<file path="src/rtl/core/drift_tube_laterality_fit_assert.svh">
// ----------------------------------------------------------------------------
// drift tube laterality fit assertion macros
// clocked on clk, disabled while rst is high
// ----------------------------------------------------------------------------
`ifndef DRIFT_TUBE_LATERALITY_FIT_ASSERT_SVH
`define DRIFT_TUBE_LATERALITY_FIT_ASSERT_SVH

// same-cycle implication
`define DTLF_ASSERT_IMP(lbl, ante, cons, msg) \
  lbl: assert property (@(posedge clk) disable iff (rst) (ante) |-> (cons)) else $error(msg);

// next-cycle implication
`define DTLF_ASSERT_NXT(lbl, ante, cons, msg) \
  lbl: assert property (@(posedge clk) disable iff (rst) (ante) |=> (cons)) else $error(msg);

`endif

</file>
<file path="src/rtl/core/dtlf_pkg.sv">
`timescale 1ns / 1ps
`default_nettype none
// ----------------------------------------------------------------------------
// dtlf_pkg
// shared types, widths and constants of the drift tube laterality fit
// ----------------------------------------------------------------------------
package dtlf_pkg;

  localparam int HITS_CAP  = 4;
  localparam int Y2_W      = 19;
  localparam int XW_W      = 22;
  localparam int D2_W      = 16;
  localparam int X_W       = 23;
  localparam int DIVD_W    = 64;
  localparam int DIVS_W    = 19;
  localparam int DIVC_W    = 7;
  localparam int SLOPE_W   = 31;
  localparam int SUM_W     = 34;
  localparam int QUAL_W    = 24;
  localparam int ROOT_W    = 32;
  localparam int QDEPTH    = 2;

  localparam logic [29:0]       SLOPE_LIM = 30'h2000_0000;
  localparam logic [QUAL_W-1:0] QUAL_MAX  = 24'hFF_FFFF;

  localparam logic [1:0] CFG_PITCH = 2'd0;
  localparam logic [1:0] CFG_WIDTH = 2'd1;
  localparam logic [1:0] CFG_PED   = 2'd2;
  localparam logic [1:0] CFG_VDRIFT = 2'd3;

  localparam logic [1:0] LAT_NONE  = 2'b00;
  localparam logic [1:0] LAT_RIGHT = 2'b01;
  localparam logic [1:0] LAT_LEFT  = 2'b11;

  typedef struct packed {
    logic [1:0]      layer;
    logic [Y2_W-1:0] y2;
    logic [XW_W-1:0] xw;
    logic [D2_W-1:0] d2;
    logic            onwire;
  } hit_t;

  typedef struct packed {
    hit_t [HITS_CAP-1:0] hits;
    logic [2:0]          n;
    logic                ovf;
  } rec_t;

  typedef enum logic [3:0] {
    ST_IDLE, ST_SLOPE_GO, ST_SLOPE_WAIT, ST_SUM, ST_MEAN_GO, ST_MEAN_WAIT,
    ST_SQ, ST_VAR_GO, ST_VAR_WAIT, ST_SQRT, ST_PICK, ST_NEXT, ST_EMIT
  } back_state_t;

  // pair order keeps the pairs of the first three hits in front
  function automatic logic [1:0] pair_j(input logic [2:0] p);
    logic [1:0] r;
    unique case (p)
      3'd0, 3'd1, 3'd3: r = 2'd0;
      3'd2, 3'd4:       r = 2'd1;
      default:          r = 2'd2;
    endcase
    return r;
  endfunction

  function automatic logic [1:0] pair_k(input logic [2:0] p);
    logic [1:0] r;
    unique case (p)
      3'd0:       r = 2'd1;
      3'd1, 3'd2: r = 2'd2;
      default:    r = 2'd3;
    endcase
    return r;
  endfunction

endpackage
`default_nettype wire

</file>
<file path="src/rtl/core/dtlf_queue.sv">
`timescale 1ns / 1ps
`default_nettype none
// ----------------------------------------------------------------------------
// dtlf_queue
// short cluster queue between the hit front end and the fit engine
// ----------------------------------------------------------------------------
module dtlf_queue (
  input  wire logic           clk,
  input  wire logic           rst,
  input  wire logic           push,
  input  dtlf_pkg::rec_t      push_data,
  output logic                full,
  input  wire logic           pop,
  output logic                valid,
  output dtlf_pkg::rec_t      pop_data
);
  import dtlf_pkg::*;

  localparam int PTR_W = $clog2(QDEPTH);

  rec_t             mem [QDEPTH];
  logic [PTR_W-1:0] wr_ptr;
  logic [PTR_W-1:0] rd_ptr;
  logic [PTR_W:0]   count;

  assign full     = count == (PTR_W+1)'(QDEPTH);
  assign valid    = count != '0;
  assign pop_data = mem[rd_ptr];

  always_ff @(posedge clk) begin
    if (rst) begin
      wr_ptr <= '0;
      rd_ptr <= '0;
      count  <= '0;
    end else begin
      if (push) wr_ptr <= wr_ptr + 1'b1;
      if (pop)  rd_ptr <= rd_ptr + 1'b1;
      count <= count + (PTR_W+1)'(push) - (PTR_W+1)'(pop);
    end
  end

  always_ff @(posedge clk) begin
    if (push) begin
      mem[wr_ptr] <= push_data;
    end
  end

endmodule
`default_nettype wire

</file>
<file path="config.mk">
export PLATFORM = sky130hd
export DESIGN_NAME = dtlf_queue
export DESIGN_NICKNAME = d
export VERILOG_FILES = /design/src/rtl/core/drift_tube_laterality_fit_assert.svh /design/src/rtl/core/dtlf_pkg.sv /design/src/rtl/core/dtlf_queue.sv
export SDC_FILE = /design/constraint.sdc
export NUM_CORES = 1
export LEC_CHECK = 0
export ABC_AREA = 1
export BUFFER_PORTS_ARGS = -buffer_cell sky130_fd_sc_hd__clkbuf_2
export CAP_MARGIN = 10
export CORE_ASPECT_RATIO = 1.1
export CORE_MARGIN = 3
export CORE_UTILIZATION = 45
export DETAILED_ROUTE_END_ITERATION = 12
export PLACE_DENSITY = 0.7
export SYNTH_ARGS = -nofsm -noshare
export SYNTH_HDL_FRONTEND = slang
export SYNTH_SLANG_ARGS = --single-unit
</file>
<file path="constraint.sdc">
create_clock -name clk -period 13.9 [get_ports clk]
set_input_delay 0 -clock clk [delete_from_list [all_inputs] [get_ports clk]]
set_output_delay 0 -clock clk [all_outputs]
set_load 0.005 [all_outputs]
</file>
# Word-level counts from Yosys, hierarchy flattened
# Memories as Yosys holds them, arrays and structs flattened. A register that Yosys moved wholly into a read port is not among the register bits.
# Index checks and enable logic that the tools add are counted.
[classes] n_mux=4 n_eq_ne=1 reduce_logical=1 addsub=4
[ops] operator="$mux W1" count=4
[ops] operator="$add A1 B1 Y1 const B" count=2
[ops] operator="$add A2 B1 Y2" count=1
[ops] operator="$eq A2 B2 Y1 const B" count=1
[ops] operator="$reduce_bool A2 Y1" count=1
[ops] operator="$sub A2 B1 Y2" count=1
[totals] regBits=4 memories=1 output_inout_bits=246 ram_bits=488
[mem_list] name="mem" words=2 word_bits=244 read_ports=1 rd_clocked_by_memory_dff=1 write_ports=1 line="dtlf_queue.sv:21" rtl="rec_t mem [QDEPTH];"

# Depth between registers and ports, before layout
[depth] ltp_word=3 depth_mapped=9

# Worst setup path after synthesis
# OpenSTA, ideal clock, no wires.
[synth_path] path_type="register to register" from="reg wr_ptr" to="mem mem[0][0] (netlist bit), enable pin" stages_incl_launch_ff=2 path_buffers=0 path_slack_ns=2.633 setup_time_ns=0.860 required_ns=13.040 arrival_ns=10.407 path_cell_list="dfxtp_1 nor2_1"
[synth_rtl] element="start: declaration" line="dtlf_queue.sv:22" rtl="logic [PTR_W-1:0] wr_ptr;"
[synth_rtl] element="start signal: assignment" line="dtlf_queue.sv:36" rtl="if (push) wr_ptr <= wr_ptr + 1'b1;"
[synth_rtl] element="end: declaration" line="dtlf_queue.sv:21"
# Straight into the memory's write port.

# Worst setup path after layout
[layout_path] from="reg wr_ptr" to="mem mem[1][108] (netlist bit), enable pin"
# Straight into the memory's write port.

==> results.md <==
Status:
- The run finished with clean final reports.

Synthesis:
- After synthesis the netlist holds a flip-flop and latch count of 493.
- The post-synthesis area per instance is 23.39 um^2.
- The number of distinct standard cells referenced by the synthesized netlist is 14.
- The synthesized netlist occupies a cell area of around 18000 um^2.
- The net count after synthesis is 1040.
- The share of the yosys chip area belonging to registers is 0.7984.
- The count of synthesis-stage warnings from yosys is 0.
- Synthesis handed over a netlist of ~800 instances.

Floorplan:
- The die is 199.2 um wide.
- The area of the die is between 40000 and 50000 um^2.
- The total area inside the core boundary comes to 40370 um^2.
- The initial utilization of the core area, before any placement, comes to 0.4578.
- 494 I/O pins were placed.
- The floorplan has 77 rows.
- The y dimension of the die is 218.5 um.

Placement:
- The congestion estimate from routability-driven global placement came to about 0.75.
- The HPWL after detailed placement is roughly 26000 um.
- The number of I/O port buffers is between 400 and 500.

Final layout:
- The multi-input gate area in the final layout is 3450 um^2.
- In the final layout, the share of cells above drive strength 1 is 0.5075.
- After the last flow step, the layout net total stands at 1811.
- The register area is between 10000 and 15000 um^2.
- After filler insertion, the fill cell instance count of the layout stands at 2734.
- The area growth from synthesis to layout is 37.91%.

Global routing:
- The leftover overflow at the end of global routing is 0.
- The first global-routing pass estimated 63210 um of wire.
- Entering global routing, the biggest net connects 164 pins.
- The initial antenna violation count is 6.
- The overall track demand over capacity in global routing is 0.1900.
- The number of global-route vias before repair is 11050.

Detailed routing:
- The wire length per cell is around 20 um.
- In this run, the number of DRC markers left after iteration 0 of detailed routing was 559.
- The count of TritonRoute iterations in the first routing pass is 4.
- Once detail routing completed, the nets flagged for antenna violations numbered 0.
- The average via count per standard cell is 4.855.
- After detailed routing, the number of remaining DRC violations is 0.
- Summing over every cut layer, the via total after detailed routing is 10260.
- For this block, the routed nets add up to 42630 um of wire.

STA:
- For the finished layout, the period the worst path requires is 3316 ps.
- The portion of the clock cycle consumed by the worst path in the final layout is 0.2386.
- The final number of max-transition violations came to 0.
- At the pin with the least slew margin, the transition time is roughly 1100 ps.
- The final worst hold slack is 161.1 ps.
- Setup repair after global routing left no endpoint under its margin.
- The total of endpoints with negative setup slack in the final report is 0.
- Adding up every negative setup slack in the final design gives 0 ps.
- Across the routed clock network, the largest skew measured is 13.13 ps.
- In this run the tightest slew margin relative to its limit is 0.2431.
- The highest clock rate is 0.3015 GHz.
- The hold violation total from the final report is 0.

Critical path:
- For the worst setup path, the data required time is 14080 ps.
- The worst setup path is launched from a flop.
- The data arrival at the endpoint of the critical path is 3490 ps.
- The worst setup path is captured at a flop.
- The worst-path maximum fanout is 125.
- Together, buffers and inverters on the worst path number 3.
- On the critical path, the stage with the largest delay is an instance of sky130_fd_sc_hd__buf_4.
- The type of the worst setup path is reg -> reg.
- The cell with the most instances on the worst path is sky130_fd_sc_hd__buf_4.
- On the worst path, the slowest cell contributes a delay of a little under 900 ps.
- The critical path goes through nand2_1 > inv_8 > buf_4 > buf_4.
- The family of cells with the greatest summed delay on the critical path is buffers and inverters.

Clocking:
- The count of hold-fix buffers inserted at cts is roughly 250.
- The clock net in this run drives a total of 493 sinks.
- In this run, post-CTS repair resized a total of 0 instances.
- The number of buffers created by CTS is 48.
- Clock-pin slew was measured on the worst setup and hold paths at 60 ps.
- The H-tree generated during clock tree synthesis spans 2 levels.
- The clock tree root buffer cell is sky130_fd_sc_hd__clkbuf_16.
- The latest clock arrival within the worst-skew pair is between 500 and 600 ps.
- The largest buffer count on any clock path is 3.
- The buffers inserted during post-CTS setup optimization is 0.
- TritonCTS built the clock tree.

Worst hold path:
- In this run the worst hold path is classified as in -> reg.

Pwr:
- Across the VDD grid, the largest voltage drop is approximately 140 uV.
- The power per cell area is 135.4 nW/um^2.
- The total leakage power is 10.10 nW.

Run:
- Across the run, the number of max-cap violations was 0.
placed cells by master (no fill, tap or decap), types with 4 or more instances in the layout:
| cell type | count |
|---|---|
| sky130_fd_sc_hd__buf_4 | 5 |
| sky130_fd_sc_hd__bufinv_16 | 7 |
| sky130_fd_sc_hd__clkbuf_1 | 9 |
| sky130_fd_sc_hd__clkbuf_16 | 49 |
| sky130_fd_sc_hd__clkbuf_2 | 493 |
| sky130_fd_sc_hd__clkinv_1 | 13 |
| sky130_fd_sc_hd__clkinv_2 | 5 |
| sky130_fd_sc_hd__dfxtp_1 | 4 |
| sky130_fd_sc_hd__diode_2 | 5 |
| sky130_fd_sc_hd__dlygate4sd3_1 | 248 |
| sky130_fd_sc_hd__edfxtp_1 | 488 |
| sky130_fd_sc_hd__inv_1 | 7 |
| sky130_fd_sc_hd__mux2_2 | 84 |
| sky130_fd_sc_hd__mux2_4 | 160 |
| sky130_fd_sc_hd__nand2_1 | 5 |
| sky130_fd_sc_hd__nor2_1 | 6 |
cells by family after synthesis:
logic type                 Yosys count  share of synthesized area
AOI/OAI and AO/OA                    1                  0.0002706
xor gates and xnor gates             1                  0.0004740
adders and majority gates            2                   0.001354
buffers and inverters               35                    0.01537
DFF                                493                     0.7984
muxes                              244                     0.1812
and+or+nand+nor                     14                   0.002979
through the flow:
stage | util | total power, mW | setup slack (ps) | instance area (um^2) | cells
final | 0.6313 | 3.452 | 10580 | 25490 | 2114
after global routing | 0.6313 | 3.580 | 10330 | 25480 | 2113
after CTS | 0.6310 | 3.480 | 10470 | 25470 | 2109
after detailed placement | 0.5309 | 2.129 | 10520 | 21430 | 1776
after global placement | 0.5309 | 2.121 | 10510 | 21430 | 1776
after floorplan | - | 1.991 | 2633 | 18480 | 790
cells in the mapped netlist:
cell type                    n  area (um^2)
sky130_fd_sc_hd__nor2_1      7        26.28
sky130_fd_sc_hd__dfxtp_1     5        100.1
sky130_fd_sc_hd__inv_1       8        30.03
sky130_fd_sc_hd__ha_1        2        25.02
sky130_fd_sc_hd__buf_6      19        214.0
sky130_fd_sc_hd__edfxtp_1  488        14650
sky130_fd_sc_hd__a21oi_1     1        5.000
sky130_fd_sc_hd__buf_2       8        40.04
sky130_fd_sc_hd__mux2_2     84        945.9
sky130_fd_sc_hd__nand3_1     1        5.000
sky130_fd_sc_hd__xnor2_1     1        8.760
sky130_fd_sc_hd__nand2_1     5        18.77
sky130_fd_sc_hd__nor3_1      1        5.000
sky130_fd_sc_hd__mux2_4    160         2402
report_power, final:
group / leakage [nW] / total (mW) / internal, mW / switching, mW
Combinational: 4.73 / 0.409 / 0.227 / 0.181
Sequential: 4.62 / 1.75 / 1.72 / 0.0254
Clock: 0.754 / 1.29 / 0.771 / 0.522
Total: 10.1 / 3.45 / 2.72 / 0.729
sequential cells by signal, indices dropped and copies added (netlist names), named ones only:
register / cells
rd_ptr: 1
count: 2
mem: 488
wr_ptr: 1
layout make-up:
class / count / area share
well taps: 513 / 0.02519
repair buffers: 748 / 0.1973
flip-flops and latches: 493 / 0.5791
clock buffers: 58 / 0.04944
multi-input cells: 262 / 0.1354
diodes: 5 / 0.0004909
inverters: 8 / 0.001473
clock inverters: 27 / 0.01173
worst paths after layout:
check / startpoint / to / slack [ps] / depth (start not counted)
hold / removal: push_data[18] / mem[1][18]$_DFFE_PP_ / 160 / 2
setup reg to reg: wr_ptr$_SDFFE_PP0P_ / mem[1][108]$_DFFE_PP_ / 10580 / 4
setup / recovery: wr_ptr$_SDFFE_PP0P_ / mem[1][108]$_DFFE_PP_ / 10580 / 4
hold reg to reg: rd_ptr$_SDFFE_PP0P_ / flop / 550 / 2
worst reg2reg max path: stages (launching register included):
cell and delay (ps):
sky130_fd_sc_hd__dfxtp_1 430, sky130_fd_sc_hd__nand2_1 190, sky130_fd_sc_hd__inv_8 610, sky130_fd_sc_hd__buf_4 880
sky130_fd_sc_hd__buf_4 780
per-layer routing:
layer  up-vias  wire length [um]  track usage
met5         -                13            0
met4         2              1465      0.07076
met3        92              3236      0.05951
met2       400             22610       0.3407
met1      5072             15310       0.2116
li1       4697                 -            -
Power figures use the tool's default switching activity.
