`src/rtl/core/drift_tube_laterality_fit_assert.svh`:
```
// ----------------------------------------------------------------------------
// drift tube laterality fit assertion macros
// clocked on clk, disabled while rst is high
// ----------------------------------------------------------------------------
`ifndef DRIFT_TUBE_LATERALITY_FIT_ASSERT_SVH
`define DRIFT_TUBE_LATERALITY_FIT_ASSERT_SVH

// same-cycle implication
`define DTLF_ASSERT_IMP(lbl, ante, cons, msg) \
  lbl: assert property (@(posedge clk) disable iff (rst) (ante) |-> (cons)) else $error(msg);

// next-cycle implication
`define DTLF_ASSERT_NXT(lbl, ante, cons, msg) \
  lbl: assert property (@(posedge clk) disable iff (rst) (ante) |=> (cons)) else $error(msg);

`endif

```
`src/rtl/core/dtlf_pkg.sv`:
```
`timescale 1ns / 1ps
`default_nettype none
// ----------------------------------------------------------------------------
// dtlf_pkg
// shared types, widths and constants of the drift tube laterality fit
// ----------------------------------------------------------------------------
package dtlf_pkg;

  localparam int HITS_CAP  = 4;
  localparam int Y2_W      = 19;
  localparam int XW_W      = 22;
  localparam int D2_W      = 16;
  localparam int X_W       = 23;
  localparam int DIVD_W    = 64;
  localparam int DIVS_W    = 19;
  localparam int DIVC_W    = 7;
  localparam int SLOPE_W   = 31;
  localparam int SUM_W     = 34;
  localparam int QUAL_W    = 24;
  localparam int ROOT_W    = 32;
  localparam int QDEPTH    = 2;

  localparam logic [29:0]       SLOPE_LIM = 30'h2000_0000;
  localparam logic [QUAL_W-1:0] QUAL_MAX  = 24'hFF_FFFF;

  localparam logic [1:0] CFG_PITCH = 2'd0;
  localparam logic [1:0] CFG_WIDTH = 2'd1;
  localparam logic [1:0] CFG_PED   = 2'd2;
  localparam logic [1:0] CFG_VDRIFT = 2'd3;

  localparam logic [1:0] LAT_NONE  = 2'b00;
  localparam logic [1:0] LAT_RIGHT = 2'b01;
  localparam logic [1:0] LAT_LEFT  = 2'b11;

  typedef struct packed {
    logic [1:0]      layer;
    logic [Y2_W-1:0] y2;
    logic [XW_W-1:0] xw;
    logic [D2_W-1:0] d2;
    logic            onwire;
  } hit_t;

  typedef struct packed {
    hit_t [HITS_CAP-1:0] hits;
    logic [2:0]          n;
    logic                ovf;
  } rec_t;

  typedef enum logic [3:0] {
    ST_IDLE, ST_SLOPE_GO, ST_SLOPE_WAIT, ST_SUM, ST_MEAN_GO, ST_MEAN_WAIT,
    ST_SQ, ST_VAR_GO, ST_VAR_WAIT, ST_SQRT, ST_PICK, ST_NEXT, ST_EMIT
  } back_state_t;

  // pair order keeps the pairs of the first three hits in front
  function automatic logic [1:0] pair_j(input logic [2:0] p);
    logic [1:0] r;
    unique case (p)
      3'd0, 3'd1, 3'd3: r = 2'd0;
      3'd2, 3'd4:       r = 2'd1;
      default:          r = 2'd2;
    endcase
    return r;
  endfunction

  function automatic logic [1:0] pair_k(input logic [2:0] p);
    logic [1:0] r;
    unique case (p)
      3'd0:       r = 2'd1;
      3'd1, 3'd2: r = 2'd2;
      default:    r = 2'd3;
    endcase
    return r;
  endfunction

endpackage
`default_nettype wire

```
`src/rtl/core/dtlf_front.sv`:
```
`timescale 1ns / 1ps
`default_nettype none
// ----------------------------------------------------------------------------
// dtlf_front
// takes hits, works out their geometry and hands whole clusters to the queue
// ----------------------------------------------------------------------------
module dtlf_front #(
  parameter int MAX_HITS        = 4,
  parameter int CELLS_PER_LAYER = 16
) (
  input  wire logic                  clk,
  input  wire logic                  rst,
  input  wire logic [15:0]           cell_pitch_y,
  input  wire logic [15:0]           cell_width,
  input  wire logic signed [14:0]    time_pedestal,
  input  wire logic [11:0]           drift_velocity,
  input  wire logic                  in_valid,
  output logic                       in_ready,
  input  wire logic [1:0]            layer,
  input  wire logic [3:0]            cell_req,
  input  wire logic signed [14:0]    hit_time,
  input  wire logic                  last,
  input  wire logic                  q_full,
  output logic                       q_push,
  output dtlf_pkg::rec_t             q_data
);
  import dtlf_pkg::*;

  hit_t [HITS_CAP-1:0] hbuf;
  logic [2:0]          hit_count;
  logic                ovf;

  logic              acc;
  logic              room;
  logic [3:0]        cell_c;
  logic [5:0]        fac_x;
  logic [15:0]       dt;
  logic [26:0]       dprod;
  logic [19:0]       dfull;
  hit_t              new_hit;

  assign in_ready = !q_full;
  assign acc      = in_valid && in_ready;
  assign room     = hit_count < 3'(MAX_HITS);
  assign q_push   = acc && last;

  always_comb begin
    cell_c = ({3'b0, cell_req} >= 7'(CELLS_PER_LAYER)) ? 4'(CELLS_PER_LAYER - 1) : cell_req;
    fac_x  = {1'b0, cell_c, 1'b0} + (layer[0] ? 6'd1 : 6'd2);
    dt     = 16'({hit_time[14], hit_time} - {time_pedestal[14], time_pedestal});
    dprod  = dt[14:0] * drift_velocity;
    dfull  = dprod[26:7];
    new_hit.layer  = layer;
    new_hit.y2     = {layer, 1'b1} * cell_pitch_y;
    new_hit.xw     = fac_x * cell_width;
    new_hit.onwire = dt[15];
    new_hit.d2     = (dfull < {4'b0, cell_width}) ? dfull[15:0] : cell_width;
  end

  always_comb begin
    for (int i = 0; i < HITS_CAP; i++) begin
      q_data.hits[i] = (room && hit_count == 3'(i)) ? new_hit : hbuf[i];
    end
    q_data.n   = room ? hit_count + 3'd1 : hit_count;
    q_data.ovf = ovf || !room;
  end

  always_ff @(posedge clk) begin
    if (rst) begin
      hit_count <= '0;
      ovf       <= 1'b0;
    end else if (acc) begin
      hit_count <= last ? 3'd0 : q_data.n;
      ovf       <= last ? 1'b0 : q_data.ovf;
    end
  end

  always_ff @(posedge clk) begin
    if (acc) begin
      hbuf <= q_data.hits;
    end
  end

endmodule
`default_nettype wire

```
`config.mk`:
```
export PLATFORM = sky130hd
export DESIGN_NAME = dtlf_front
export DESIGN_NICKNAME = d
export VERILOG_FILES = /design/src/rtl/core/drift_tube_laterality_fit_assert.svh /design/src/rtl/core/dtlf_pkg.sv /design/src/rtl/core/dtlf_front.sv
export SDC_FILE = /design/constraint.sdc
export NUM_CORES = 1
export LEC_CHECK = 0
export BUFFER_PORTS_ARGS = -buffer_cell sky130_fd_sc_hd__buf_2
export CORE_MARGIN = 1
export CORE_UTILIZATION = 45
export DETAILED_ROUTE_END_ITERATION = 8
export PLACE_DENSITY = 0.66
export SYNTH_ARGS = -nofsm -noshare
export SYNTH_HDL_FRONTEND = slang
export SYNTH_SLANG_ARGS = --single-unit
```
`constraint.sdc`:
```
create_clock -name clk -period 11.88 [get_ports clk]
set_clock_uncertainty 0.15 [all_clocks]
set_input_delay 0.594 -clock clk [delete_from_list [all_inputs] [get_ports clk]]
set_output_delay 0.594 -clock clk [all_outputs]
set_load 0.03 [all_outputs]
```
=== After elaboration in Yosys (flattened, before gate mapping) ===
Cells that the tools add are included.

* Register bits: 244
* Input bits: 85
* Output and inout port bits: 246
* Logic and storage cells: 52

* $add $sub $neg: 3
* Multipliers: 3
* Order comparisons: 2
* Eq/ne operators: 3
* Multiplexer cells: 9
* Reduce and logical (&&, ||, !) cells: 10

{| class="wikitable"
|+ Operators by type and width
! cell !! number
|-
| 2-to-1 mux 60 bit || 4
|-
| multiplier 15 x 12 -> 27 bit || 1
|-
| multiplier 6 x 16 -> 22 bit || 1
|-
| less-than comparator 20 x 16 -> 1 bit || 1
|-
| multiplier 3 x 16 -> 19 bit || 1
|-
| 2-to-1 mux 16 bit || 1
|-
| subtractor 15 x 15 -> 16 bit || 1
|-
| adder 5 x 2 -> 6 bit || 1
|-
| equality test 3 x 2 -> 1 bit (second input constant) || 2
|-
| logical AND 1 bit || 6
|-
| 2-to-1 mux 3 bit || 2
|-
| adder 3 x 1 -> 3 bit (second input constant) || 1
|-
| equality test 3 x 1 -> 1 bit (second input constant) || 1
|-
| zero test 3 bit || 1
|-
| less-than comparator 3 bit (second input constant) || 1
|-
| zero test 1 bit || 2
|-
| 2-to-1 mux 2 bit || 1
|-
| logical OR 1 bit || 1
|-
| 2-to-1 mux 1 bit || 1
|}

=== Longest topological paths before layout ===
* Word-level depth: 5
* Gate-level depth with buffers: 39
* Gate-level depth less buffers: 36

=== Worst setup path before layout ===
No wires, ideal clock.

* Path type: input port to output port
* From: input time_pedestal[2]
* To: output q_data[7] in the netlist's numbering
* Data arrival time: 9.281 ns
* Required time: 11.136 ns
* Path slack: 1.855 ns
* Cell stages on the path: 37
* Path buffers: 2
* Path through: inv_1 > ha_1 > nor2b_1 > o21a_1 > o21ai_0 > nand2b_1 > a31o_2 > a31oi_1 > nor2b_1 > xnor2_1 > clkbuf_1 > nand2_1 > fa_1 > fa_1 > inv_1 > fa_1 > fa_1 > inv_1 > fa_1 > inv_1 > ha_1 > a21oi_1 > o21ai_0 > a21oi_1 > nand2_1 > a2111oi_0 > nor3_1 > xor2_1 > ha_1 > a21o_1 > a21o_1 > a21oi_1 > o211ai_1 > or4_1 > buf_6 > mux2i_1 > o21ai_0

{| class="wikitable"
|+ RTL lines
! item !! RTL line !! text
|-
| start: declaration || dtlf_front.sv:15 || <nowiki>input wire logic signed [14:0] time_pedestal,</nowiki>
|-
| end: declaration || dtlf_front.sv:25 || <nowiki>output dtlf_pkg::rec_t q_data</nowiki>
|}

==> results.tsv <==
stage	metric	value	unit
floorplanning	Placeable Area	45600	µm²
grt	initial antenna violation count	2	
sta	final number of setup-violating endpoints	0	
finish	most common cell after layout, fill and taps aside	nand2_1	
finish	layout cells sized above 1	16.7	%
floorplanning	Core Rows	78	
sta	period utilization	92.2	%
floorplanning	Initial Util	45.9	%
grt	largest net degree at the start of global routing	90	
yosys	syn_nets	2620	
worst_setup_path	Reg2Reg Setup Slack	9250	ps
floorplanning	Die Width	218	µm
yosys	Async S/R FF share, synth	0	%
yosys	Post-synth EDFFs	240	
worst_setup_path	CP peak stage delay	760	ps
route	wire per inst	18.2	µm
worst_setup_path	CP most frequent cell	fa_1	
sta	Setup TNS	0	ps
worst_setup_path	crit path launch type	input pin	
yosys	Synth Flop Type	edfxtp_1	
sta	Final min period	10950	ps
finish	Multi-input gate area	12100	µm²
worst_setup_path	Top delay family on crit path	adder cells	
route	DR vias	16300	
sta	Peak Freq	0.0913	GHz
flow_run	# Max-Cap Violations	0	
place	Port-buffer cells	330	
clock_tree	root buffer cell	clkbuf_16	
floorplanning	# IOs	331	
finish	Layout Nets	2896	
worst_setup_path	FF-to-FF End	hbuf[238]	
finish	Seq. cell area	7290	µm²
route	TritonRoute pass-1 iters	5	
place	routability cong.	0.893	
worst_setup_path	Arr. time, crit path	10210	ps
grt	first-pass GRT wire length	89000	µm
finish	diode count	0	
finish	most frequent cells in the layout	524 x nand2_1, 330 x buf_2, 293 x inv_1	
route	DRC Markers	0	
worst_setup_path	cell depth of the worst setup path	40	
clock_tree	Clock Path Buffers	3	
finish	fillers	4250	
route	drt initial violations	1247	
grt	global route total overflow	0	
clock_tree	TritonCTS clock tree	yes	
sta	worst slew pin tran	1230	ps
yosys	flops & latches, synth	244	
grt	vias in the first global route	16300	
yosys	gate count after technology mapping	2188	
clock_tree	clock transition at the registers of the reported paths	60	ps
floorplanning	die area	47300	µm²
floorplanning	Vert. Die Dim	218	µm
yosys	Synth cell types	61	
worst_setup_path	R2R depth	3	
yosys	synthesized area	20900	µm²
worst_setup_path	end of the critical path	q_data[139]	
sta	Fin. Hold Viols	0	
yosys	sequential area share after synthesis	34.9	%
route	aggregate routed wire length	56200	µm
sta	unrepaired setup endpoints after global routing	false	
worst_setup_path	CP max-delay cell	or4_1	
route	via/cell ratio	5.29	
run_status	status	complete, no violations	
clock_tree	Worst-Skew Late Latency	530	ps
worst_setup_path	Buf+Inv Stages, Crit Path	8	
finish	post-layout util	52.3	%
clock_tree	CTS Hold Bufs	0	
finish	Syn-to-layout area delta	14.1	%
clock_tree	total CTS buffers	25	
clock_tree	CTS sink count	244	
clock_tree	Post-CTS Setup Inserts	0	
sta	final count of pins violating max slew	0	
clock_tree	post-CTS sizing	0	
yosys	synth warn	0	
worst_setup_path	Setup crit end kind	output port	
grt	All-Layer GR Usage	23.8	%
min_path	Worst Hold Class	in2reg	
worst_setup_path	worst setup path startpoint	hit_time[0]	
worst_setup_path	critical path type	in2out	
sta	Rel. slew slack	17.4	%
clock_tree	H-tree levels	1	
route	ANT nets after route	0	
worst_setup_path	RR Startpoint	hit_count[2]	
worst_setup_path	Crit path required time	11140	ps
place	post-DP HPWL	43700	µm
worst_setup_path	crit path max fanout	12	
yosys	Post-Syn Area per Cell	9.55	µm²
## through the flow
step	hold slack (ps)	instance area [µm²]	setup slack (ps)	std cells
final	118	23800	931	3082
after global routing	118	23800	209	3082
after CTS	97.1	23800	937	3082
after detailed placement	357	23100	982	3037
after global placement	349	23100	1250	3037
after floorplan	329	20900	1860	2188
## cells in the mapped netlist, types with 3 or more instances
cell type / n / area, µm²
nand2_1: 524 / 1970
inv_1: 294 / 1100
edfxtp_1: 240 / 7210
fa_1: 202 / 4040
o21ai_0: 169 / 846
ha_1: 145 / 1810
clkbuf_1: 98 / 368
and2_1: 91 / 569
o21ai_1: 58 / 290
a21oi_1: 51 / 255
xnor2_1: 44 / 385
nor2_1: 39 / 146
nor2b_1: 23 / 144
xor2_1: 20 / 175
a21o_1: 19 / 143
nand2b_1: 18 / 113
nor3_1: 13 / 65.1
a31oi_1: 10 / 62.6
mux2i_4: 10 / 225
o21bai_1: 9 / 67.6
nand4_1: 7 / 43.8
a211oi_1: 6 / 45.0
mux2i_1: 6 / 60.1
nand3_1: 6 / 30.0
or2_2: 6 / 37.5
or3_1: 6 / 37.5
and3_1: 5 / 31.3
o21a_1: 5 / 37.5
o31ai_1: 5 / 37.5
a211o_1: 4 / 35.0
a21boi_0: 4 / 30.0
dfxtp_1: 4 / 80.1
o211ai_1: 4 / 30.0
a22oi_1: 3 / 22.5
a311oi_1: 3 / 26.3
a31o_2: 3 / 26.3
buf_1: 3 / 11.3
nor4_1: 3 / 18.8
## per-layer routing
layer	share of wire, %	vias up	track usage [%]
met1	41	7926	30.8
met4	3.4	4	8.54
met2	49	560	40.6
li1	-	7701	-
met5	0.041	-	0
met3	6.4	103	3.10
## worst min path at each step
stage	start	endpoint	slack (ps)	depth (start not counted)
after floorplan	ovf	ovf	330	2
after detailed placement	ovf	ovf	360	2
final	rst	hit_count[0]	120	2
after global placement	ovf	ovf	350	2
after global routing	rst	hit_count[1]	120	2
after CTS	rst	hit_count[0]	100	2
## cells by family (layout without fill, tap and decap cells)
logic type      Yosys count  after routing  synth area share, %
compound gates          369            369                 10.1
fa+ha+maj               347            347                 28.0
flops                   244            244                 34.9
simple gates            748            748                 15.7
buf+inv                 399            693                 7.29
mux                      17             17                 1.42
xor+xnor                 64             64                 2.68
## flip-flops by register name (all words and copies together) (netlist names)
register and count:
hbuf 240, hit_count 3, ovf 1
## layout make-up
cell class	instances	area share [%]
tap	600	3.15
timing repair buffer	353	7.65
clock inverter	12	0.373
inverter	295	4.68
sequential	244	30.6
multi-input combinational	1545	50.8
clock buffer	33	2.75
Power is not shown: default switching activity piles up to over one toggle a cycle in this logic, so the estimate is an artifact.
