==> config.mk <==
export PLATFORM = sky130hd
export DESIGN_NAME = dtlf_back
export DESIGN_NICKNAME = d
export VERILOG_FILES = /design/src/rtl/core/dtlf_pkg.sv /design/src/rtl/core/dtlf_div.sv /design/src/rtl/core/dtlf_back.sv
export VERILOG_INCLUDE_DIRS = /design/src /design/src/rtl/core
export SDC_FILE = /design/constraint.sdc
export NUM_CORES = 2
export LEC_CHECK = 0
export BUFFER_PORTS_ARGS = -buffer_cell sky130_fd_sc_hd__buf_4
export CAP_MARGIN = 20
export CORE_MARGIN = 2
export CORE_UTILIZATION = 50
export DETAILED_ROUTE_END_ITERATION = 12
export HOLD_SLACK_MARGIN = 0.15
export PLACE_DENSITY = 0.68
export SYNTH_ARGS = -nofsm -noshare
export SYNTH_HDL_FRONTEND = slang
export SYNTH_SLANG_ARGS = --single-unit
==> constraint.sdc <==
create_clock -name clk -period 37.2 [get_ports clk]
set_input_delay 7.44 -clock clk [delete_from_list [all_inputs] [get_ports clk]]
set_output_delay 7.44 -clock clk [all_outputs]
set_load 0.005 [all_outputs]
==> src/rtl/core/drift_tube_laterality_fit_assert.svh <==
// ----------------------------------------------------------------------------
// drift tube laterality fit assertion macros
// clocked on clk, disabled while rst is high
// ----------------------------------------------------------------------------
`ifndef DRIFT_TUBE_LATERALITY_FIT_ASSERT_SVH
`define DRIFT_TUBE_LATERALITY_FIT_ASSERT_SVH

// same-cycle implication
`define DTLF_ASSERT_IMP(lbl, ante, cons, msg) \
  lbl: assert property (@(posedge clk) disable iff (rst) (ante) |-> (cons)) else $error(msg);

// next-cycle implication
`define DTLF_ASSERT_NXT(lbl, ante, cons, msg) \
  lbl: assert property (@(posedge clk) disable iff (rst) (ante) |=> (cons)) else $error(msg);

`endif

==> src/rtl/core/dtlf_pkg.sv <==
`timescale 1ns / 1ps
`default_nettype none
// ----------------------------------------------------------------------------
// dtlf_pkg
// shared types, widths and constants of the drift tube laterality fit
// ----------------------------------------------------------------------------
package dtlf_pkg;

  localparam int HITS_CAP  = 4;
  localparam int Y2_W      = 19;
  localparam int XW_W      = 22;
  localparam int D2_W      = 16;
  localparam int X_W       = 23;
  localparam int DIVD_W    = 64;
  localparam int DIVS_W    = 19;
  localparam int DIVC_W    = 7;
  localparam int SLOPE_W   = 31;
  localparam int SUM_W     = 34;
  localparam int QUAL_W    = 24;
  localparam int ROOT_W    = 32;
  localparam int QDEPTH    = 2;

  localparam logic [29:0]       SLOPE_LIM = 30'h2000_0000;
  localparam logic [QUAL_W-1:0] QUAL_MAX  = 24'hFF_FFFF;

  localparam logic [1:0] CFG_PITCH = 2'd0;
  localparam logic [1:0] CFG_WIDTH = 2'd1;
  localparam logic [1:0] CFG_PED   = 2'd2;
  localparam logic [1:0] CFG_VDRIFT = 2'd3;

  localparam logic [1:0] LAT_NONE  = 2'b00;
  localparam logic [1:0] LAT_RIGHT = 2'b01;
  localparam logic [1:0] LAT_LEFT  = 2'b11;

  typedef struct packed {
    logic [1:0]      layer;
    logic [Y2_W-1:0] y2;
    logic [XW_W-1:0] xw;
    logic [D2_W-1:0] d2;
    logic            onwire;
  } hit_t;

  typedef struct packed {
    hit_t [HITS_CAP-1:0] hits;
    logic [2:0]          n;
    logic                ovf;
  } rec_t;

  typedef enum logic [3:0] {
    ST_IDLE, ST_SLOPE_GO, ST_SLOPE_WAIT, ST_SUM, ST_MEAN_GO, ST_MEAN_WAIT,
    ST_SQ, ST_VAR_GO, ST_VAR_WAIT, ST_SQRT, ST_PICK, ST_NEXT, ST_EMIT
  } back_state_t;

  // pair order keeps the pairs of the first three hits in front
  function automatic logic [1:0] pair_j(input logic [2:0] p);
    logic [1:0] r;
    unique case (p)
      3'd0, 3'd1, 3'd3: r = 2'd0;
      3'd2, 3'd4:       r = 2'd1;
      default:          r = 2'd2;
    endcase
    return r;
  endfunction

  function automatic logic [1:0] pair_k(input logic [2:0] p);
    logic [1:0] r;
    unique case (p)
      3'd0:       r = 2'd1;
      3'd1, 3'd2: r = 2'd2;
      default:    r = 2'd3;
    endcase
    return r;
  endfunction

endpackage
`default_nettype wire

==> src/rtl/core/dtlf_div.sv <==
`timescale 1ns / 1ps
`default_nettype none
// ----------------------------------------------------------------------------
// dtlf_div
// shared radix-2 restoring divider, one quotient bit per cycle
// ----------------------------------------------------------------------------
module dtlf_div (
  input  wire logic                       clk,
  input  wire logic                       rst,
  input  wire logic                       start,
  input  wire logic [dtlf_pkg::DIVD_W-1:0] dividend,
  input  wire logic [dtlf_pkg::DIVS_W-1:0] divisor,
  output logic                            busy,
  output logic                            done,
  output logic [dtlf_pkg::DIVD_W-1:0]      quotient
);
  import dtlf_pkg::*;

  logic [DIVS_W-1:0] rem;
  logic [DIVS_W-1:0] dvs;
  logic [DIVC_W-1:0] cnt;
  logic [DIVS_W:0]   rem_sh;
  logic              fits;

  assign rem_sh = {rem, quotient[DIVD_W-1]};
  assign fits   = rem_sh >= {1'b0, dvs};

  always_ff @(posedge clk) begin
    if (rst) begin
      busy <= 1'b0;
      done <= 1'b0;
      cnt  <= '0;
    end else begin
      done <= 1'b0;
      if (start) begin
        busy <= 1'b1;
        cnt  <= DIVC_W'(DIVD_W);
      end else if (busy) begin
        cnt <= cnt - 1'b1;
        if (cnt == DIVC_W'(1)) begin
          busy <= 1'b0;
          done <= 1'b1;
        end
      end
    end
  end

  always_ff @(posedge clk) begin
    if (start) begin
      quotient <= dividend;
      dvs      <= divisor;
      rem      <= '0;
    end else if (busy) begin
      rem      <= fits ? DIVS_W'(rem_sh - {1'b0, dvs}) : rem_sh[DIVS_W-1:0];
      quotient <= {quotient[DIVD_W-2:0], fits};
    end
  end

endmodule
`default_nettype wire

==> src/rtl/core/dtlf_back.sv <==
`timescale 1ns / 1ps
`default_nettype none
`include "drift_tube_laterality_fit_assert.svh"
// ----------------------------------------------------------------------------
// dtlf_back
// fit engine: pair slopes, per-combination spread and best pick
// ----------------------------------------------------------------------------
module dtlf_back #(
  parameter int MAX_HITS = 4
) (
  input  wire logic               clk,
  input  wire logic               rst,
  input  wire logic               q_valid,
  input  dtlf_pkg::rec_t          q_data,
  output logic                    q_pop,
  output logic                    out_valid,
  input  wire logic               out_ready,
  output logic signed [1:0]       lat_layer0,
  output logic signed [1:0]       lat_layer1,
  output logic signed [1:0]       lat_layer2,
  output logic signed [1:0]       lat_layer3,
  output logic [23:0]             quality,
  output logic                    valid_res,
  output logic                    overflow
);
  import dtlf_pkg::*;

  localparam int NPAIRS  = MAX_HITS * (MAX_HITS - 1) / 2;
  localparam int PIDX_W  = $clog2(NPAIRS + 1);
  localparam int PSEL_W  = $clog2(NPAIRS);
  localparam int COMBO_W = MAX_HITS + 1;

  back_state_t state, state_next;

  rec_t                        rec;
  logic [PIDX_W-1:0]           pidx;
  logic [1:0]                  vidx;
  logic signed [SLOPE_W-1:0]   slope [NPAIRS][4];
  logic [NPAIRS-1:0]           pair_ok;
  logic [COMBO_W-1:0]          combo;
  logic signed [SUM_W-1:0]     sum;
  logic [2:0]                  cnt;
  logic signed [SLOPE_W-1:0]   mean;
  logic [61:0]                 prod;
  logic [63:0]                 sq;
  logic [63:0]                 sv;
  logic [63:0]                 sr;
  logic [63:0]                 sbit;
  logic [ROOT_W-1:0]           best;
  logic [MAX_HITS-1:0]         best_combo;
  logic                        found;
  logic                        neg;

  logic                        div_start;
  logic                        div_busy;
  logic                        div_done;
  logic [DIVD_W-1:0]           div_dvd;
  logic [DIVS_W-1:0]           div_dvs;
  logic [DIVD_W-1:0]           div_q;
  logic                        load_out;

  logic [PSEL_W-1:0]           psel;
  logic [1:0]                  pj, pk;
  hit_t                        hj, hk;
  logic [X_W-1:0]              xj, xk;
  logic signed [X_W:0]         dx;
  logic signed [Y2_W:0]        dy;
  logic [X_W-1:0]              absdx;
  logic [Y2_W-1:0]             absdy;
  logic                        pair_live;
  logic [29:0]                 qsat;
  logic signed [SLOPE_W-1:0]   slope_val;
  logic [MAX_HITS-1:0]         combo_lo;
  logic signed [SLOPE_W-1:0]   cs;
  logic [SUM_W-2:0]            abssum;
  logic signed [SLOPE_W:0]     dv;
  logic [SLOPE_W-1:0]          adv;
  logic [63:0]                 trial;
  logic [COMBO_W-1:0]          combo_end;
  logic [1:0]                  lat_arr [4];
  logic [QUAL_W-1:0]           qual_val;

  function automatic logic [X_W-1:0] hit_x(input hit_t h, input logic right);
    logic [X_W-1:0] base;
    logic [X_W-1:0] d;
    base = {1'b0, h.xw};
    d    = X_W'(h.d2);
    if (h.onwire) return base;
    return right ? base + d : base - d;
  endfunction

  dtlf_div u_div (
    .clk      (clk),
    .rst      (rst),
    .start    (div_start),
    .dividend (div_dvd),
    .divisor  (div_dvs),
    .busy     (div_busy),
    .done     (div_done),
    .quotient (div_q)
  );

  // datapath views of the current pair and combination
  always_comb begin
    psel      = pidx[PSEL_W-1:0];
    pj        = pair_j(3'(pidx));
    pk        = pair_k(3'(pidx));
    hj        = rec.hits[pj];
    hk        = rec.hits[pk];
    xj        = hit_x(hj, vidx[0]);
    xk        = hit_x(hk, vidx[1]);
    dx        = $signed({1'b0, xj}) - $signed({1'b0, xk});
    dy        = $signed({1'b0, hj.y2}) - $signed({1'b0, hk.y2});
    absdx     = dx[X_W] ? X_W'(-dx) : dx[X_W-1:0];
    absdy     = dy[Y2_W] ? Y2_W'(-dy) : dy[Y2_W-1:0];
    pair_live = ({1'b0, pk} < rec.n) && (dy != '0);
    qsat      = (div_q > DIVD_W'(SLOPE_LIM)) ? SLOPE_LIM : div_q[29:0];
    slope_val = neg ? -$signed({1'b0, qsat}) : $signed({1'b0, qsat});
    combo_lo  = combo[MAX_HITS-1:0];
    cs        = (pidx < PIDX_W'(NPAIRS)) ? slope[psel][{combo_lo[pk], combo_lo[pj]}] : '0;
    abssum    = sum[SUM_W-1] ? (SUM_W-1)'(-sum) : sum[SUM_W-2:0];
    dv        = $signed({cs[SLOPE_W-1], cs}) - $signed({mean[SLOPE_W-1], mean});
    adv       = dv[SLOPE_W] ? SLOPE_W'(-dv) : dv[SLOPE_W-1:0];
    trial     = sr + sbit;
    combo_end = COMBO_W'(1) << rec.n;
  end

  always_ff @(posedge clk) begin
    if (rst) state <= ST_IDLE;
    else     state <= state_next;
  end

  always_comb begin
    state_next = state;
    div_start  = 1'b0;
    div_dvd    = '0;
    div_dvs    = '0;
    q_pop      = 1'b0;
    load_out   = 1'b0;
    unique case (state)
      ST_IDLE: begin
        if (q_valid) begin
          q_pop      = 1'b1;
          state_next = (q_data.n < 3'd3) ? ST_EMIT : ST_SLOPE_GO;
        end
      end
      ST_SLOPE_GO: begin
        if (pidx == PIDX_W'(NPAIRS)) begin
          state_next = ST_SUM;
        end else if (pair_live) begin
          div_start  = 1'b1;
          div_dvd    = DIVD_W'({absdx, 16'b0});
          div_dvs    = absdy;
          state_next = ST_SLOPE_WAIT;
        end
      end
      ST_SLOPE_WAIT: if (div_done) state_next = ST_SLOPE_GO;
      ST_SUM: begin
        if (pidx == PIDX_W'(NPAIRS)) state_next = (cnt < 3'd2) ? ST_NEXT : ST_MEAN_GO;
      end
      ST_MEAN_GO: begin
        div_start  = 1'b1;
        div_dvd    = DIVD_W'(abssum);
        div_dvs    = DIVS_W'(cnt);
        state_next = ST_MEAN_WAIT;
      end
      ST_MEAN_WAIT: if (div_done) state_next = ST_SQ;
      ST_SQ: if (pidx == PIDX_W'(NPAIRS)) state_next = ST_VAR_GO;
      ST_VAR_GO: begin
        div_start  = 1'b1;
        div_dvd    = sq;
        div_dvs    = DIVS_W'(cnt - 3'd1);
        state_next = ST_VAR_WAIT;
      end
      ST_VAR_WAIT: if (div_done) state_next = ST_SQRT;
      ST_SQRT: if (sbit == '0) state_next = ST_PICK;
      ST_PICK: state_next = ST_NEXT;
      ST_NEXT: state_next = (combo + 1'b1 == combo_end) ? ST_EMIT : ST_SUM;
      ST_EMIT: begin
        if (!out_valid || out_ready) begin
          load_out   = 1'b1;
          state_next = ST_IDLE;
        end
      end
      default: state_next = ST_IDLE;
    endcase
  end

  always_ff @(posedge clk) begin
    case (state)
      ST_IDLE: begin
        if (q_valid) begin
          rec     <= q_data;
          pidx    <= '0;
          vidx    <= '0;
          pair_ok <= '0;
        end
      end
      ST_SLOPE_GO: begin
        if (pidx == PIDX_W'(NPAIRS)) begin
          pidx  <= '0;
          combo <= '0;
          sum   <= '0;
          cnt   <= '0;
        end else if (pair_live) begin
          neg <= dx[X_W] ^ dy[Y2_W];
        end else begin
          pidx <= pidx + 1'b1;
          vidx <= '0;
        end
      end
      ST_SLOPE_WAIT: begin
        if (div_done) begin
          slope[psel][vidx] <= slope_val;
          pair_ok[psel]     <= 1'b1;
          vidx              <= vidx + 1'b1;
          if (vidx == 2'd3) pidx <= pidx + 1'b1;
        end
      end
      ST_SUM: begin
        if (pidx != PIDX_W'(NPAIRS)) begin
          if (pair_ok[psel]) begin
            sum <= sum + SUM_W'(cs);
            cnt <= cnt + 3'd1;
          end
          pidx <= pidx + 1'b1;
        end else begin
          neg  <= sum[SUM_W-1];
          pidx <= '0;
          prod <= '0;
          sq   <= '0;
        end
      end
      ST_MEAN_WAIT: begin
        if (div_done) begin
          mean <= neg ? -$signed({1'b0, div_q[29:0]}) : $signed({1'b0, div_q[29:0]});
        end
      end
      ST_SQ: begin
        // product is registered, the add follows in the next cycle
        sq <= sq + 64'(prod);
        if (pidx != PIDX_W'(NPAIRS)) begin
          prod <= pair_ok[psel] ? adv * adv : '0;
          pidx <= pidx + 1'b1;
        end
      end
      ST_VAR_WAIT: begin
        if (div_done) begin
          sv   <= div_q;
          sr   <= '0;
          sbit <= 64'h4000_0000_0000_0000;
        end
      end
      ST_SQRT: begin
        if (sbit != '0) begin
          if (sv >= trial) begin
            sv <= sv - trial;
            sr <= (sr >> 1) + sbit;
          end else begin
            sr <= sr >> 1;
          end
          sbit <= sbit >> 2;
        end
      end
      ST_PICK: begin
        if (!found || sr[ROOT_W-1:0] < best) begin
          best       <= sr[ROOT_W-1:0];
          best_combo <= combo_lo;
        end
      end
      ST_NEXT: begin
        combo <= combo + 1'b1;
        sum   <= '0;
        cnt   <= '0;
        pidx  <= '0;
      end
      default: ;
    endcase
  end

  always_ff @(posedge clk) begin
    if (rst) begin
      found <= 1'b0;
    end else if (state == ST_IDLE) begin
      found <= 1'b0;
    end else if (state == ST_PICK) begin
      found <= 1'b1;
    end
  end

  // later hits win their layer
  always_comb begin
    for (int l = 0; l < 4; l++) lat_arr[l] = LAT_NONE;
    if (rec.n >= 3'd3 && found) begin
      for (int j = 0; j < MAX_HITS; j++) begin
        if (3'(j) < rec.n) begin
          lat_arr[rec.hits[j].layer] = rec.hits[j].onwire ? LAT_NONE :
                                       (best_combo[j] ? LAT_RIGHT : LAT_LEFT);
        end
      end
    end
    if (rec.n < 3'd3)                 qual_val = '0;
    else if (!found)                  qual_val = QUAL_MAX;
    else if (best > ROOT_W'(QUAL_MAX)) qual_val = QUAL_MAX;
    else                              qual_val = best[QUAL_W-1:0];
  end

  always_ff @(posedge clk) begin
    if (rst) begin
      out_valid <= 1'b0;
    end else if (load_out) begin
      out_valid <= 1'b1;
    end else if (out_ready) begin
      out_valid <= 1'b0;
    end
  end

  always_ff @(posedge clk) begin
    if (load_out) begin
      lat_layer0 <= lat_arr[0];
      lat_layer1 <= lat_arr[1];
      lat_layer2 <= lat_arr[2];
      lat_layer3 <= lat_arr[3];
      quality    <= qual_val;
      valid_res  <= rec.n >= 3'd3;
      overflow   <= rec.ovf;
    end
  end

  `DTLF_ASSERT_IMP(a_pop_needs_data, q_pop, q_valid, "queue popped while empty")
  `DTLF_ASSERT_IMP(a_div_free, div_start, !div_busy, "divider started while busy")
  `DTLF_ASSERT_IMP(a_root_bit, state == ST_SQRT, $onehot0(sbit), "root bit not one-hot")
  `DTLF_ASSERT_NXT(a_short_clean, load_out && rec.n < 3'd3,
                   quality == '0 && !valid_res && lat_layer0 == LAT_NONE,
                   "short cluster gave a non-empty result")

endmodule
`default_nettype wire

; ---- Yosys cells after proc, flatten, opt, wreduce, memory -nomap -nowiden
; Memories as Yosys holds them, arrays and structs flattened. A register that Yosys moved wholly into a read port is not among the register bits.
; Index checks and enable logic that the tools add are counted.
[op_classes]
addsub = 25
mul = 1
n_lt_le_gt_ge = 30
n_eq_ne = 42
shift = 1
mux = 152
bitwise_logic = 10
n_reduce_logical = 48
[ops]
columns = operator, n
row1 = $mux 64, 11
row2 = $pmux 64 s2, 4
row3 = $bmux 60 s2, 2
row4 = $pmux 64 s3, 1
row5 = $mux 31, 6
row6 = $mux 62, 3
row7 = $mux 23, 7
row8 = $mux 124, 1
row9 = $pmux 62 s2, 1
row10 = $mux 58, 2
row11 = $mux 34, 3
row12 = $pmux 34 s3, 1
row13 = $mux 39, 2
row14 = $mux 19, 4
row15 = $add 63x64->64, 1
row16 = $add 64x62->64, 1
row17 = $add 64x64->64, 1
row18 = $ge 64x64->1, 1
row19 = $gt 64x30->1 const B, 1
row20 = $logic_not 64->1, 1
row21 = $reduce_bool 64->1, 1
row22 = $sub 64x64->64, 1
row23 = $bmux 31 s2, 1
row24 = $demux 31 s2, 1
row25 = 93 further kinds, 251
[totals]
ff_bits = 834
ram_bits = 744
elab_cells = 365
n_memories = 1
[mem_list]
columns = memory, words, width, rd, rd_ports_with_merged_regs, wr, line_no
row1 = slope, 6, 124, 1, 1, 1, dtlf_back.sv:38  ; logic signed [SLOPE_W-1:0] slope [NPAIRS][4];

; ---- Logic depth before layout (Yosys ltp)
[depth]
ltp_word = 17
mapped_depth = 70
depth_no_buf = 61

; ---- Modules after synthesis
; A second synthesis with hierarchy kept.
[hier_totals]
hier_cells = 9954
hier_area_um2 = 110524.8
[by_module_without_submodules]
columns = module, n_inst, cells_per_inst, area_each_um2, seq_area_each_um2
row1 = dtlf_back, 1, 9506, 104904.4, 43061.3
row2 = dtlf_div, 1, 448, 5620.4, 3052.9

; ---- Worst setup path after synthesis
; No wires, ideal clock.
[synth_timing]
kind = input to output
start = in q_valid
end = out q_pop
t_arrival_ns = 13.068
required_ns = 29.760
setup_slack_ns = 16.692
path_stages = 1
cell_sequence = and3_1
[synth_via]
elab_chain_len = 2
[synth_lines]
columns = item, line_no
row1 = start: declaration, dtlf_back.sv:13  ; input wire logic q_valid,
row2 = $mux 1, dtlf_back.sv:142  ; if (q_valid) begin
row3 = $mux 1, dtlf_back.sv:140  ; unique case (state)
row4 = end: declaration, dtlf_back.sv:15  ; output logic q_pop,
; No other way between the ends.

; ---- Worst setup path after layout
[layout_timing]
start = reg pidx[1]
end = reg prod[54] (data pin)
[layout_via]
elab_chain_len = 17
elab_cells_between_ends = 29
cone_classes = add/sub: 2 / mul: 1 / order compare: 1 / eq/ne: 4 / mux: 16 / bitwise: 1 / reduce/logical: 4
[layout_lines]
columns = item, line_no
row1 = start: declaration, dtlf_back.sv:36  ; logic [PIDX_W-1:0] pidx;
row2 = start signal: assignment, dtlf_back.sv:208  ; pidx <= pidx + 1'b1;
row3 = start signal: assignment, dtlf_back.sv:217  ; if (vidx == 2'd3) pidx <= pidx + 1'b1;
row4 = start signal: assignment, dtlf_back.sv:226  ; pidx <= pidx + 1'b1;
row5 = "$eq 3x1->1, or another cell as far along", "dtlf_pkg.sv:57, dtlf_pkg.sv:67"
row6 = "$reduce_or 3->1, or another cell as far along", dtlf_pkg.sv:57  ; unique case (p)
row7 = "$pmux 2 s2, on equally long branches", "dtlf_pkg.sv:57, dtlf_pkg.sv:67"
row8 = $bmux 1 s2, dtlf_back.sv:120  ; cs = (pidx < PIDX_W'(NPAIRS)) ? slope[psel][{combo_lo[pk], combo_lo[pj]}] : '0;
row9 = $mux 1 (implied by the code), dtlf_back.sv:120
row10 = $not 2->3 (implied by the code), dtlf_back.sv:120
row11 = $bmux 31 s2, dtlf_back.sv:120
row12 = $mux 31 (implied by the code) (2 in series), dtlf_back.sv:120
row13 = $mux 31, dtlf_back.sv:120
row14 = $sub 31x31->32, dtlf_back.sv:122  ; dv = $signed({cs[SLOPE_W-1], cs}) - $signed({mean[SLOPE_W-1], mean});
row15 = $neg 31->31, dtlf_back.sv:123  ; adv = dv[SLOPE_W] ? SLOPE_W'(-dv) : dv[SLOPE_W-1:0];
row16 = $mux 31, dtlf_back.sv:123
row17 = $mul 31x31->62, dtlf_back.sv:243  ; prod <= pair_ok[psel] ? adv * adv : '0;
row18 = $mux 62 *, dtlf_back.sv:243
row19 = $mux 62 *, dtlf_back.sv:242  ; if (pidx != PIDX_W'(NPAIRS)) begin
row20 = $pmux 62 s2 *, dtlf_back.sv:190  ; case (state)
row21 = end signal: assignment, dtlf_back.sv:243
row22 = end: declaration, dtlf_back.sv:44  ; logic [61:0] prod;
; Every way passes the cells marked *; elsewhere a longest branch is shown, timed or not. The select of a mux whose other input is x is not followed.
; A chain may end at the register's enable or synchronous reset.

==> impl_metrics.py <==
metrics = {
    "outcome": {
        "status": "finished, final reports clean",
    },
    "route": {
        "wirelength_microns": 316000,
        "ant_nets": 0,
        "drt_first_pass_iters": 8,
        "drtIter0Drc": 8363,
        "via_count": 77900,
        "vias_per_cell": 5.96,
        "wl_per_cell_microns": 24.1,
        "drc_errors": 0,
    },
    "synth": {
        "postSynthAreaPerCell_sq_um": 11.2,
        "syn_area_sq_um": 110000,
        "synth_edf_count": 1511,
        "async_flop_share": 0,
        "ys_types": 115,
        "syn_nets": 11500,
        "synth_top_area_cell": "edfxtp_1",
        "synth_top_area_share": 0.412,
        "synth_warnings": 0,
        "postSynthCellCount": 9834,
        "synth_flop_cell": "edfxtp_1",
        "synthTopCellsByArea": "edfxtp_1, fa_1, ha_1",
        "seq_area_frac_synth": 0.419,
        "ys_ff_latch": 1548,
    },
    "setup_path": {
        "path_max_fanout": 77,
        "rr_startpoint": "pidx[1]",
        "crit_path_end_kind": "flip-flop",
        "max_stage_delay_ns": 1.00,
        "worstSetupStartpoint": "pidx[1]",
        "critical_path_class": "flip-flop to flip-flop",
        "cpMostUsedCell": "fa_1",
        "crit_arrival_ns": 18.18,
        "required_ns": 37.75,
        "slowest_stage": "xor2_1",
        "startpoint_type": "flip-flop",
    },
    "global_routing": {
        "grt_max_degree": 118,
        "grt_pass1_vias": 78900,
        "grt_util_all_layers": 0.280,
        "grt-ovfl-total": 0,
        "grt_pass1_wl_microns": 476000,
        "antenna_found_initial": 8,
    },
    "sta": {
        "holdWs_ns": 0.444,
        "tns_ns": 0,
        "period_minus_slack_ns": 17.62,
        "slew_violations": 0,
        "finalHoldViolCount": 0,
        "tightest_slew_ns": 1.28,
        "fin_skew_ns": 0.0651,
        "finalCritPeriodShare": 0.474,
        "fmax_mhz": 56.7,
        "rsz0062_at_grt": "false",
        "setup-violations-final": 0,
        "relSlewSlack": 0.144,
    },
    "placed_design": {
        "hpwlAfterDp_microns": 228000,
        "place.gp.congestion": 0.984,
        "io_buffers": 283,
    },
    "clock_network": {
        "cts_root_buffer": "clkbuf_16",
        "cts_buffers": 162,
        "cts_tree": "done",
        "cts_setup_buffers": 0,
        "cts_buffer_depth": 3,
        "cts_max_level": 4,
        "cts_hold_buf": 0,
        "clk_latency_ns": 0.85,
        "cts_sinks": 1548,
        "cts.repair.resized": 0,
        "path_clk_slew_ns": 0.06,
    },
    "floorplan": {
        "die_h_microns": 473,
        "design.die.area_sq_um": 224000,
        "design.core.area_sq_um": 219000,
        "ios": 284,
        "start_util": 0.502,
        "core.rowCount": 172,
        "chipWidth_microns": 473,
    },
    "min_path": {
        "hp-class": "flip-flop to flip-flop",
        "hp-start": "rec[0]",
    },
    "finish": {
        "nNetsFinal": 11700,
        "layout-drive-gt1-share": 0.108,
        "final_common_cell": "edfxtp_1",
        "final_cell_mix": "edfxtp_1, inv_1, nor2_1",
        "syn2layout_area_growth_pct": 10.7,
    },
    "run": {
        "max_cap_viol_count": 0,
    },
}
path summary, 6_finish.rpt:
| check | to | slack (ns) | depth (start not counted) |
|---|---|---|---|
| setup / recovery | prod[54] | 19.58 | 52 |
| hold / removal | overflow | 0.44 | 0 |
| setup reg to reg | prod[54] | 19.58 | 52 |
| hold reg to reg | overflow | 0.44 | 0 |
layout make-up:
| cell class | instances | area [sq um] |
|---|---|---|
| fillers | 18100 | 97500 |
| multi-input cells | 6722 | 58600 |
| well taps | 2871 | 3590 |
| repair buffers | 444 | 3450 |
| clock buffers | 198 | 4250 |
| diodes | 4 | 10.0 |
| flip-flops and latches | 1548 | 46100 |
| clock inverters | 104 | 1360 |
| inverters | 1192 | 4480 |
cell usage after synthesis (18+ instances only):
cell type and instances:
a222oi_1 18, mux2_2 38, o21a_1 67, a221o_1 18, a21oi_1 471, nand2b_1 78, or4_1 18, nor2_1 873
o31ai_1 36, nand2_1 805, and2_1 67, a21boi_0 37, buf_1 43, a211oi_1 108, xnor2_1 324, xor2_1 261
nor4_1 33, fa_1 759, or2_2 25, a22o_1 29, nor2b_1 89, nand3_1 85, a31o_2 30, edfxtp_1 1511
o21bai_1 85, clkbuf_1 304, nor3_1 132, mux4_2 181, and3_1 60, o21ai_0 496, dfxtp_1 37, o211ai_1 22
mux2i_1 192, a31oi_1 86, ha_1 660, inv_1 1169, nand4_1 55, or3_1 50, a21o_1 170, inv_2 21
per-stage QoR:
stage	utilization	cells	cell area, sq um	setup WS (ns)
floorplan	-	9834	110000	16.69
global placement	0.529	12800	116000	20.10
detailed placement	0.529	12800	116000	19.84
CTS	0.555	13100	122000	19.76
global route	0.556	13100	122000	18.80
finish	0.556	13100	122000	19.58
per-layer routing:
metal | global-route usage | wire length, microns
met1 | 0.379 | 127000
met2 | 0.452 | 147000
met3 | 0.0522 | 28500
met4 | 0.0971 | 12800
met5 | 0 | 52
flip-flops by register name, summed over array words and instances, names as in the netlist, 3 cells and up, named ones only:
register,flops
best_combo,4
u_div.dvs,19
prod,61
sbit,32
rec,244
slope,744
u_div.rem,19
u_div.quotient,64
best,32
quality,24
sum,34
cnt,3
sv,64
sr,64
u_div.cnt,7
sq,64
mean,31
state,4
pair_ok,6
combo,5
pidx,3
worst max-delay path, delay by kind of cell, from the launching register on:
kind	cells	cell delay [ns]
compound gates	16	5.04
fa+ha+maj	11	4.73
simple gates	10	2.69
buf+inv	11	2.66
xor+xnor	2	1.18
flops	1	0.56
mux	2	0.34
logic make-up (layout without fill, tap and decap cells):
family                   Yosys count  in the layout  synth area share
AND/OR/NAND/NOR                 2437           2437            0.0996
adder cells (fa/ha/maj)         1428           1428             0.214
XOR/XNOR                         590            590            0.0474
other                              0              4                 0
multiplexers                     413            413            0.0587
flip-flops                      1548           1548             0.419
buffers and inverters           1564           1938            0.0539
AO/OA/AOI/OAI                   1854           1854             0.108
Power is left out: the tool's default activity adds up to more than one toggle a clock period on the data nets, which glitch-free logic cannot reach.
